File: src/rtl/glpd_pkg.sv
// Shared types, constants and helpers of the grid local peak detector.
package glpd_pkg;

    localparam int MAX_WIDTH   = 1024;
    localparam int MAX_HEIGHT  = 1024;
    localparam int SAMPLE_BITS = 16;

    localparam int COL_BITS     = $clog2(MAX_WIDTH);
    localparam int ROW_BITS     = $clog2(MAX_HEIGHT);
    localparam int SIZE_BITS    = 11;
    localparam int CFG_IDX_BITS = 2;
    localparam int MIN_SIZE     = 2;

    localparam int OUT_DEPTH    = 4;
    localparam int OUT_PTR_BITS = $clog2(OUT_DEPTH);
    localparam int OUT_CNT_BITS = $clog2(OUT_DEPTH + 1);

    // Register indexes on the configuration channel
    localparam logic [CFG_IDX_BITS-1:0] REG_FRAME_WIDTH  = CFG_IDX_BITS'(0);
    localparam logic [CFG_IDX_BITS-1:0] REG_FRAME_HEIGHT = CFG_IDX_BITS'(1);

    // Input item kinds
    localparam logic KIND_PIXEL = 1'b0;
    localparam logic KIND_DRAIN = 1'b1;

    typedef logic signed [SAMPLE_BITS-1:0] sample_t;

    // One line buffer word: most recent row and the row before it
    typedef struct packed {
        sample_t prev;
        sample_t older;
    } line_entry_t;

    // One neighbor tap: whether the neighbor exists, and its value
    typedef struct packed {
        logic    present;
        sample_t sample;
    } tap_t;

    // One decision as it leaves the block
    typedef struct packed {
        logic [ROW_BITS-1:0] row;
        logic [COL_BITS-1:0] col;
        logic                peak;
        logic                last;
    } result_t;

    // Limit a written frame size to the supported range
    function automatic logic [SIZE_BITS-1:0] clamp_size(input logic [SIZE_BITS-1:0] v,
                                                        input logic [SIZE_BITS-1:0] hi);
        logic [SIZE_BITS-1:0] r;
        if (v < SIZE_BITS'(MIN_SIZE)) begin
            r = SIZE_BITS'(MIN_SIZE);
        end else if (v > hi) begin
            r = hi;
        end else begin
            r = v;
        end
        return r;
    endfunction

endpackage

File: src/rtl/glpd_cell.sv
// Neighbor cell of the comparison window: holds one neighbor and checks the center against it.
module glpd_cell (
    input  logic             aclk,
    input  logic             load,
    input  glpd_pkg::tap_t   tap_in,
    input  glpd_pkg::sample_t center,
    output logic             center_ok
);

    import glpd_pkg::*;

    tap_t tap_reg;

    // Take the new neighbor when the window advances
    always_ff @(posedge aclk) begin
        if (load) begin
            tap_reg <= tap_in;
        end
    end

    // A missing neighbor never blocks a peak
    assign center_ok = !tap_reg.present || (center >= tap_reg.sample);

endmodule

File: config.mk
export PLATFORM = sky130hd
export DESIGN_NAME = glpd_cell
export DESIGN_NICKNAME = d
export VERILOG_FILES = /design/src/rtl/glpd_pkg.sv /design/src/rtl/glpd_cell.sv
export SDC_FILE = /design/constraint.sdc
export NUM_CORES = 1
export LEC_CHECK = 0
export ABC_CLOCK_PERIOD_IN_PS = 3200
export BUFFER_PORTS_ARGS = -buffer_cell sky130_fd_sc_hd__buf_4
export CAP_MARGIN = 20
export CORE_MARGIN = 2
export CORE_UTILIZATION = 45
export CTS_BUF_LIST = sky130_fd_sc_hd__clkbuf_16
export DETAILED_ROUTE_END_ITERATION = 8
export PLACE_DENSITY = 0.8
export SLEW_MARGIN = 10
export SYNTH_ARGS = -nofsm -noshare
export SYNTH_HDL_FRONTEND = slang
export SYNTH_SLANG_ARGS = --single-unit
File: constraint.sdc
create_clock -name aclk -period 3.2 [get_ports aclk]
set_input_delay 0.64 -clock aclk [delete_from_list [all_inputs] [get_ports aclk]]
set_output_delay 0.64 -clock aclk [all_outputs]
set_load 0.01 [all_outputs]
**Word-level counts from Yosys, hierarchy flattened**

Cells that the tools add are included.

- Order comparisons: 1
- Reductions and logical operators: 2

Operators with widths:

| operator | count |
|---|---|
| $ge 16x16->1 | 1 |
| $logic_not 1->1 | 1 |
| $logic_or 1x1->1 | 1 |

- Bits in registers: 17
- Input port bits: 35
- Output and inout port bits: 1
- Logic and storage cells: 5

**Longest topological paths before layout**

- Word-level depth: 2
- Gate-level depth with buffers: 7
- Gate-level depth less buffers: 7

**Worst setup path after synthesis**

OpenSTA, ideal clock, no wires.

- Path type: input -> output
- Start point: input center[9]
- End point: output center_ok
- Arrival: 1.961 ns
- Data required time: 2.560 ns
- Path slack: 0.599 ns
- Cell stages on the path: 6
- Path buffers: 0
- Cell sequence: ha_1 a21o_1 nand3_2 a21oi_1 or4_1 mux2i_1

- Longest elaborated chain between the ends: 2

RTL lines:

| element | RTL line | RTL |
|---|---|---|
| start: declaration | glpd_cell.sv:6 | `input glpd_pkg::sample_t center,` |
| $ge 16x16->1 | glpd_cell.sv:22 | `assign center_ok = !tap_reg.present \|\| (center >= tap_reg.sample);` |
| $logic_or 1x1->1 | glpd_cell.sv:22 |  |
| end: declaration | glpd_cell.sv:7 | `output logic center_ok` |

No other way between the ends.

**Final worst setup path**

Same ends and word-level chain as after synthesis.

==> metrics.csv <==
stage;metric;value;unit
status;status;finished clean;
power_and_ir_drop;Cell Int Power;486.6;uW
placed_design;GPL Wtd Cong;0.6708;
yosys;Seq/Total Area, Yosys;0.5477;
yosys;top cells by area, synth;edfxtp_1, ha_1, inv_1;
clock_network;Reg clk slew, reported paths;0.05;ns
placed_design;Placed Cells;135;
sta;Setup TNS;0;ns
placed_design;Setup Slack @ Placement;0.3506;ns
power_and_ir_drop;worst vdd ir;0.3063;mV
placed_design;Port Buffers;35;
critical_path;Arr. time, crit path;2.21;ns
yosys;Synth Register Bits;17;
final_layout;nets;164;
sta;Slew HR;0.7364;
die;Site Rows;16;
sta;RSZ-0062 raised after global routing;false;
critical_path;Crit Path Class;in -> out;
die;Initial Util;0.4751;
critical_path;cell chain of the critical path;buf_4, ha_1, a21o_1, nand3_2, a21oi_1, or4_1, mux2i_1, buf_4;
yosys;Post-Syn Nets;124;
sta;Final setup viols;0;
final_layout;# diodes;0;
yosys;Synth Warn #;0;
global_routing;all-layer global routing usage;0.1635;
clock_network;clock sinks;17;
routing;drt first pass iters;4;
power_and_ir_drop;Clk pwr share;0.393;
critical_path;WP data required;2.56;ns
die;Core Region;1962;um2
global_routing;global-route wire length before repair;2939;um
critical_path;Worst path slowest cell;or4_1;
yosys;Synth cell types;18;
final_layout;share of cells above drive strength 1;0.3571;
global_routing;initial antenna violation count;0;
power_and_ir_drop;sequential power share;0.442;
sta;Worst Tran Pin Value;0.3902;ns
yosys;dominant cell type by area after synthesis;edfxtp_1;
sta;Final Max Tran Viols;0;
yosys;synthesized cell area;932.1;um2
clock_network;post-cts sizing count;0;
routing;Post-route DRC;0;
die;Ports;36;
clock_network;TritonCTS clock tree;yes;
power_and_ir_drop;NetSw;124.5;uW
final_layout;Area Overhead vs Synth;40.27;%
die;Die Ht;49.51;um
final_layout;Multi-input gate area;361.6;um2
critical_path;delay-heaviest family, CP;simple AND/OR/NAND/NOR gates;
critical_path;CP most frequent cell;buf_4;
critical_path;max incr delay on CP;0.52;ns
power_and_ir_drop;combinational share of power;0.165;
global_routing;largest net degree at the start of global routing;18;
final_layout;Sequential cell area;510.5;um2
final_layout;Core Util, Final;0.6665;
yosys;Yosys top cell area share;0.5477;
critical_path;critical path peak fanout;2;
clock_network;Post-CTS Setup Inserts;0;
clock_network;clock buffer depth;2;
run;max cap viols;0;
placed_design;Placed Area;1229;um2
sta;min cycle time layout;2.845;ns
power_and_ir_drop;switching part of the total;0.2037;
power_and_ir_drop;Power Density;467.4;nW/um2
sta;final setup margin;0.3548;ns
die;Die Wd;49.51;um
critical_path;Levels on crit path;8;
clock_network;clk root buf;clkbuf_16;
power_and_ir_drop;Lkg Pwr;0.6471;nW
yosys;Mapped Cells;73;
critical_path;worst setup path end;center_ok;
final_layout;Largest register FFs;17;
final_layout;most common cell after layout, fill and taps aside;buf_4;
routing;post-DR vias/cell;4.827;
final_layout;fill count;162;
critical_path;CP Capture Type;output port;
final_layout;final non-filler cell total;139;
placed_design;DP HPWL;1408;um
sta;Final Hold Viols;0;
die;die area;2451;um2
routing;Final ANT Viol Nets;0;
global_routing;GRT overflow;0;
hold_path;Hold Path Class;in -> reg;
clock_network;H-tree depth;1;
critical_path;launch point of the worst path;center[9];
clock_network;hold-fix buffers at CTS;0;
sta;fin crit share;0.8891;
routing;starting DRC count in detailed routing;3;
sta;f_max;351.5;MHz
final_layout;post-route cell area;1308;um2
routing;vias;671;
final_layout;most frequent cells in the layout;buf_4, inv_1, edfxtp_1;
routing;total routed wirelength;1742;um
yosys;Syn Area/Cell;12.77;um2
clock_network;CTS Buf Count;3;
routing;mean routed wirelength per cell;12.53;um
global_routing;vias in the first global route;753;
critical_path;CP Buf/Inv Count;2;
critical_path;type of origin of the critical path;primary input;
## stage by stage
stage | total power, mW | hold slack (ns)
2_1_floorplan | 0.3221 | 0.7389
3_3_place_gp | 0.3675 | 0.8185
3_5_place_dp | 0.3756 | 0.8193
4_1_cts | 0.6183 | 0.5676
5_1_grt | 0.6409 | 0.5646
6_report | 0.6111 | 0.5695
## how the worst min path moves through the flow
stage | endpoint | cells after the start | startpoint
2_1_floorplan | tap_reg[0] | 0 | tap_in[0]
3_3_place_gp | tap_reg[9] | 1 | tap_in[9]
3_5_place_dp | tap_reg[5] | 1 | tap_in[5]
4_1_cts | tap_reg[14] | 1 | tap_in[14]
5_1_grt | tap_reg[2] | 1 | tap_in[2]
6_report | tap_reg[0] | 1 | tap_in[0]
## synth_stat cells
master / instances
nand4_2: 1
nand3_2: 1
nand3_1: 1
or4_1: 1
mux2i_1: 1
a21oi_1: 5
nor2b_1: 1
edfxtp_1: 17
inv_1: 16
o41ai_1: 1
ha_1: 16
o211ai_1: 1
nand4_1: 3
nor2_1: 2
a21o_1: 3
a2111oi_0: 1
a211oi_1: 1
nand2_1: 1
## power groups by stage
stage	Combinational (mW)	Sequential [mW]	Clock (mW)
floorplan	0.0494	0.273	0
global placement	0.0945	0.273	0
global route	0.115	0.271	0.255
finish	0.101	0.270	0.240
CTS	0.103	0.270	0.245
detailed placement	0.101	0.274	0
## kinds of logic after synthesis
group	share of synthesized area
flops	0.5477
compound gates	0.08591
fa+ha+maj	0.2148
buf+inv	0.06443
mux	0.01074
simple gates	0.07651
## area by class of cell
| class | count | area share |
|---|---|---|
| Inverter | 16 | 0.04593 |
| Multi-Input combinational cell | 40 | 0.2766 |
| Tap cell | 27 | 0.02584 |
| Sequential cell | 17 | 0.3904 |
| Clock inverter | 1 | 0.002871 |
| Timing Repair Buffer | 35 | 0.2010 |
| Clock buffer | 3 | 0.05742 |
## routing by layer
metal,vias to the layer above,part of all wire,track usage
met4,0,0.022,0.08333
met3,5,0.037,0.02727
met2,20,0.59,0.3221
met5,-,0,0
met1,300,0.35,0.1610
li1,346,-,-
No activity file was read; power rests on OpenSTA's default activity.
