$ cat config.mk
export PLATFORM = sky130hd
export DESIGN_NAME = glpd_out_buf
export DESIGN_NICKNAME = d
export VERILOG_FILES = /design/src/rtl/glpd_pkg.sv /design/src/rtl/glpd_out_buf.sv
export SDC_FILE = /design/constraint.sdc
export NUM_CORES = 1
export LEC_CHECK = 0
export ABC_CLOCK_PERIOD_IN_PS = 5750
export BUFFER_PORTS_ARGS = -buffer_cell sky130_fd_sc_hd__buf_4
export CAP_MARGIN = 30
export CORE_MARGIN = 10
export CORE_UTILIZATION = 26
export DETAILED_ROUTE_END_ITERATION = 10
export SLEW_MARGIN = 30
export SYNTH_ARGS = -nofsm -noshare
export SYNTH_HDL_FRONTEND = slang
export SYNTH_SLANG_ARGS = --single-unit
$ cat constraint.sdc
create_clock -name aclk -period 5.75 [get_ports aclk]
set_input_delay 0.2875 -clock aclk [delete_from_list [all_inputs] [get_ports aclk]]
set_output_delay 0.2875 -clock aclk [all_outputs]
set_load 0.1 [all_outputs]
$ cat src/rtl/glpd_pkg.sv
// Shared types, constants and helpers of the grid local peak detector.
package glpd_pkg;

    localparam int MAX_WIDTH   = 1024;
    localparam int MAX_HEIGHT  = 1024;
    localparam int SAMPLE_BITS = 16;

    localparam int COL_BITS     = $clog2(MAX_WIDTH);
    localparam int ROW_BITS     = $clog2(MAX_HEIGHT);
    localparam int SIZE_BITS    = 11;
    localparam int CFG_IDX_BITS = 2;
    localparam int MIN_SIZE     = 2;

    localparam int OUT_DEPTH    = 4;
    localparam int OUT_PTR_BITS = $clog2(OUT_DEPTH);
    localparam int OUT_CNT_BITS = $clog2(OUT_DEPTH + 1);

    // Register indexes on the configuration channel
    localparam logic [CFG_IDX_BITS-1:0] REG_FRAME_WIDTH  = CFG_IDX_BITS'(0);
    localparam logic [CFG_IDX_BITS-1:0] REG_FRAME_HEIGHT = CFG_IDX_BITS'(1);

    // Input item kinds
    localparam logic KIND_PIXEL = 1'b0;
    localparam logic KIND_DRAIN = 1'b1;

    typedef logic signed [SAMPLE_BITS-1:0] sample_t;

    // One line buffer word: most recent row and the row before it
    typedef struct packed {
        sample_t prev;
        sample_t older;
    } line_entry_t;

    // One neighbor tap: whether the neighbor exists, and its value
    typedef struct packed {
        logic    present;
        sample_t sample;
    } tap_t;

    // One decision as it leaves the block
    typedef struct packed {
        logic [ROW_BITS-1:0] row;
        logic [COL_BITS-1:0] col;
        logic                peak;
        logic                last;
    } result_t;

    // Limit a written frame size to the supported range
    function automatic logic [SIZE_BITS-1:0] clamp_size(input logic [SIZE_BITS-1:0] v,
                                                        input logic [SIZE_BITS-1:0] hi);
        logic [SIZE_BITS-1:0] r;
        if (v < SIZE_BITS'(MIN_SIZE)) begin
            r = SIZE_BITS'(MIN_SIZE);
        end else if (v > hi) begin
            r = hi;
        end else begin
            r = v;
        end
        return r;
    endfunction

endpackage

$ cat src/rtl/glpd_out_buf.sv
// Result queue in front of the m_ channel; decouples the pipeline from receiver stalls.
module glpd_out_buf (
    input  logic                               aclk,
    input  logic                               aresetn,
    input  logic                               push,
    input  glpd_pkg::result_t                  push_data,
    output logic                               m_valid,
    input  logic                               m_ready,
    output glpd_pkg::result_t                  pop_data,
    output logic [glpd_pkg::OUT_CNT_BITS-1:0]  count
);

    import glpd_pkg::*;

    result_t                 entry_reg [OUT_DEPTH];
    logic [OUT_PTR_BITS-1:0] wr_ptr_reg, wr_ptr_next;
    logic [OUT_PTR_BITS-1:0] rd_ptr_reg, rd_ptr_next;
    logic [OUT_CNT_BITS-1:0] count_reg, count_next;
    logic                    pop;

    assign m_valid  = (count_reg != '0);
    assign pop      = m_valid && m_ready;
    assign pop_data = entry_reg[rd_ptr_reg];
    assign count    = count_reg;

    // Advance pointers and occupancy
    always_comb begin
        wr_ptr_next = wr_ptr_reg;
        rd_ptr_next = rd_ptr_reg;
        count_next  = count_reg;
        if (push) begin
            wr_ptr_next = (wr_ptr_reg == OUT_PTR_BITS'(OUT_DEPTH - 1)) ? '0
                        : wr_ptr_reg + 1'b1;
        end
        if (pop) begin
            rd_ptr_next = (rd_ptr_reg == OUT_PTR_BITS'(OUT_DEPTH - 1)) ? '0
                        : rd_ptr_reg + 1'b1;
        end
        if (push && !pop) begin
            count_next = count_reg + 1'b1;
        end else if (pop && !push) begin
            count_next = count_reg - 1'b1;
        end
    end

    always_ff @(posedge aclk) begin
        if (!aresetn) begin
            wr_ptr_reg <= '0;
            rd_ptr_reg <= '0;
            count_reg  <= '0;
        end else begin
            wr_ptr_reg <= wr_ptr_next;
            rd_ptr_reg <= rd_ptr_next;
            count_reg  <= count_next;
        end
    end

    // Store pushed results
    always_ff @(posedge aclk) begin
        if (push) begin
            entry_reg[wr_ptr_reg] <= push_data;
        end
    end

endmodule

* After elaboration in Yosys (flattened, before gate mapping)
Memory sizes are Yosys's and may differ from the RTL's. A register that Yosys moved wholly into a read port is not among the register bits. Cells that the tools add are included.
Storage, ports and cells: memory bits (writable) 88, bits in registers 7, word-level logic and storage cells 25, memories kept 1, output and inout port bits 26
Cells by class: reductions and logical operators 7, muxes and demuxes 8, add/subtract/negate cells 4, equality and inequality tests 2
Memories:
- entry_reg | words 4, bits a word 22, rd ports 1, clocked after memory_dff 1, write ports 1, RTL line glpd_out_buf.sv:15 | result_t entry_reg [OUT_DEPTH];
Operators by type and width (count):
- 2-bit two-way mux | 4
- 3-bit two-way mux | 2
- 2-bit by 1-bit adder with 2-bit output, second input constant | 2
- 2-bit equality test, second input constant | 2
- 3-bit by 1-bit adder with 3-bit output, second input constant | 1
- 1-bit logical AND | 3
- 3-bit nonzero test | 1
- 3-bit by 1-bit subtractor with 3-bit output, second input constant | 1
- 1-bit logical NOT | 2
- 1-bit two-way mux | 2
- 2-bit nonzero test | 1

* Logic depth before layout (Yosys ltp)
depth in word-level cells 5, gate-level depth with buffers 7, mapped depth without buffers 7

* Least setup slack after synthesis
No wires, ideal clock.
path kind reg-to-reg, start point reg count_reg[1] (netlist: count[1]), end point reg count_reg[2] (netlist: count[2]), setup slack 3.280 ns, library setup time 0.076 ns, cell stages (with the launch flop) 8, buffers on the path 0, period minus slack after synthesis 2.470 ns, arrival time 2.395 ns, cell sequence dfxtp_1 -> o31ai_2 -> ha_1 -> inv_1 -> fa_1 -> xor2_1 -> or3_1 -> a21boi_0
Between the ends: cells in the longest elaborated chain, start to end 5
Ends and longest elaborated chain:
- start: declaration | RTL line glpd_out_buf.sv:18 | logic [OUT_CNT_BITS-1:0] count_reg, count_next;
- start signal: assignment | RTL line glpd_out_buf.sv:54 | count_reg <= count_next;
- branches (longest 5 deep; another with 3-bit by 1-bit subtractor with 3-bit output)
Parallel ways; which one is timed is not known. The select of a mux whose other input is x is not followed. A chain may end at the register's enable or synchronous reset.

==> results_dict.tcl <==
set metrics [dict create \
    timing.final.crit_share 0.433 \
    viasPerCell 4.20 \
    synth_seq_cells 97 \
    row_count 43 \
    leakagePower_nw 1.54 \
    place_ws_ps 3550 \
    globalRouteTotalUtil 0.0738 \
    synth-seq-area-share 0.777 \
    slowest_delay_ps 890 \
    setup_violations 0 \
    core_um2 13800 \
    antenna_found_initial 0 \
    status "complete, no violations" \
    tns_ps 0 \
    critPathLaunchType "register" \
    crit_path_end_kind "output port" \
    gp_congestion 0.614 \
    report.final.hold_viol_count 0 \
    synth_nets 192 \
    cts_tree "yes" \
    grt_max_degree 23 \
    cts.sinks 97 \
    hold_ws_ps 148 \
    die_h_um 138 \
    dr.first_iter.drc_count 75 \
    synth_area_leaders "edfxtp_1, mux4_2, dfxtp_1" \
    seq_area_um2 2820 \
    critPathArrivalTime_ps 2200 \
    grt_pass1_wl_um 10700 \
    io_pins 52 \
    holdBufCountCts 0 \
    vias 1705 \
    layout_commonest_cell "edfxtp_1" \
    hold_class "primary input to register" \
    crit_chain "mux4_1 -> buf_4" \
    synth_top_area_share 0.727 \
    yosys.area.top_type "edfxtp_1" \
    grt_pass1_vias 1937 \
    numCtsBuffers 9 \
    die_area_um2 19100 \
    firstDrtPassIters 3 \
    ys_async_sr_fraction 0 \
    crit_fanout 22 \
    start_util 0.264 \
    maxSlewHeadroom 0.426 \
    fmax_mhz 402 \
    n_antenna_cell 0 \
    power.density_nw_per_um2 507 \
    slew_viol_final 0 \
    drive_above_1_share 0.394 \
    fill_cells 1354 \
    gr-total-overflow 0 \
    port_buffers 51 \
    synth-edff-count 88 \
    min_period_ps 2490 \
    h-tree-depth 3 \
    ir_drop_uv 251 \
    path_clk_slew_ps 60 \
    ctsResizeCount 0 \
    postCtsSetupBuffers 0 \
    synth_ff_type "edfxtp_1" \
    largest_register_ffs 88 \
    cts-root-buf "clkbuf_16" \
    wl_um 6810 \
    die_width_um 138 \
    synth_area_um2 3630 \
    final_cell_mix "edfxtp_1, buf_4, mux4_2" \
    drv_cap 0 \
    cp_slowest_cell "dfxtp_2" \
    cts_buffer_depth 2 \
    drc_errors 0 \
    synth_cell_type_count 21 \
    synth_warnings 0 \
    netlist_instances 159 \
    worst_pin_slew_ps 861 \
    criticalPathCategory "register to output port" \
    drtAntennaViolNets 0 \
    fin_nets 255 \
    hpwl_um 4220 \
    wl_per_cell_um 16.8 \
    fin_skew_ps 5.42 \
    multi_input_area_um2 768 \
    fin_ws_ps 3260 \
    synthToLayoutAreaGrowth_pct 24.6 \
    rsz0062_at_grt "no" \
    syn_area_per_cell_um2 22.9 \
    clock_latency_ps 340 \
    cp_data_required_time_ps 5460 \
]
## layout make-up
cell class | count | share of cell area
clock buffers | 12 | 0.0522
clock inverters | 3 | 0.00939
inverters | 3 | 0.00249
multi-input cells | 55 | 0.170
flip-flops and latches | 97 | 0.624
well taps | 180 | 0.0497
repair buffers | 56 | 0.0928
## path summary, 6_finish.rpt
path	start	end	slack, ps	cells after the start
worst max-delay path	register	pop_data[18]	3260	2
worst min-delay path	push_data[17]	entry_reg[1][17]	150	1
worst max register to register	count[1]	count[2]	3540	7
worst min register to register	rd_ptr_reg[0]	register	540	2
## cells by family (layout without fill, tap and decap cells)
logic type,count (synthesis),after routing,share of synthesized area
fa+ha+maj,7,7,0.0262
buf+inv,7,74,0.0120
simple gates,16,16,0.0241
xor+xnor,2,2,0.00482
compound gates,5,5,0.00964
flops,97,97,0.777
mux,25,25,0.147
## critical path: cells and delay by family, from the launching register on
kind	cells	cell delay, ps
buffers and inverters	1	260
flip-flops	1	890
multiplexers	1	700
## metal layers
layer | routed length [um] | share of wire | track usage
met1 | 2910 | 0.43 | 0.0828
met2 | 3420 | 0.50 | 0.118
met3 | 351 | 0.052 | 0.0322
met4 | 124 | 0.018 | 0.0350
met5 | 0 | 0 | 0
## metrics by stage
stage / utilization / total power [mW] / std cells / area [um2]
final: 0.329 / 2.30 / 406 / 4530
after floorplan: - / 1.59 / 159 / 3630
after CTS: 0.329 / 2.34 / 406 / 4530
after detailed placement: 0.309 / 1.76 / 391 / 4250
after global routing: 0.329 / 2.39 / 406 / 4530
after global placement: 0.309 / 1.75 / 391 / 4250
## where the power goes
group          internal, mW  switching, mW
combinational         0.225          0.628
sequential            0.817         0.0616
clock                 0.334          0.232
total                  1.38          0.922
## synth_stat cells (2+ instances only)
cell type / number
edfxtp_1: 88
mux4_2: 20
dfxtp_1: 9
ha_1: 6
and2_1: 5
inv_1: 3
mux2i_1: 3
nor2b_1: 3
o21ai_0: 3
buf_2: 2
buf_6: 2
mux4_1: 2
nand2_1: 2
nand3_1: 2
nor2_1: 2
or3_1: 2
No activity file was read; power rests on OpenSTA's default activity.
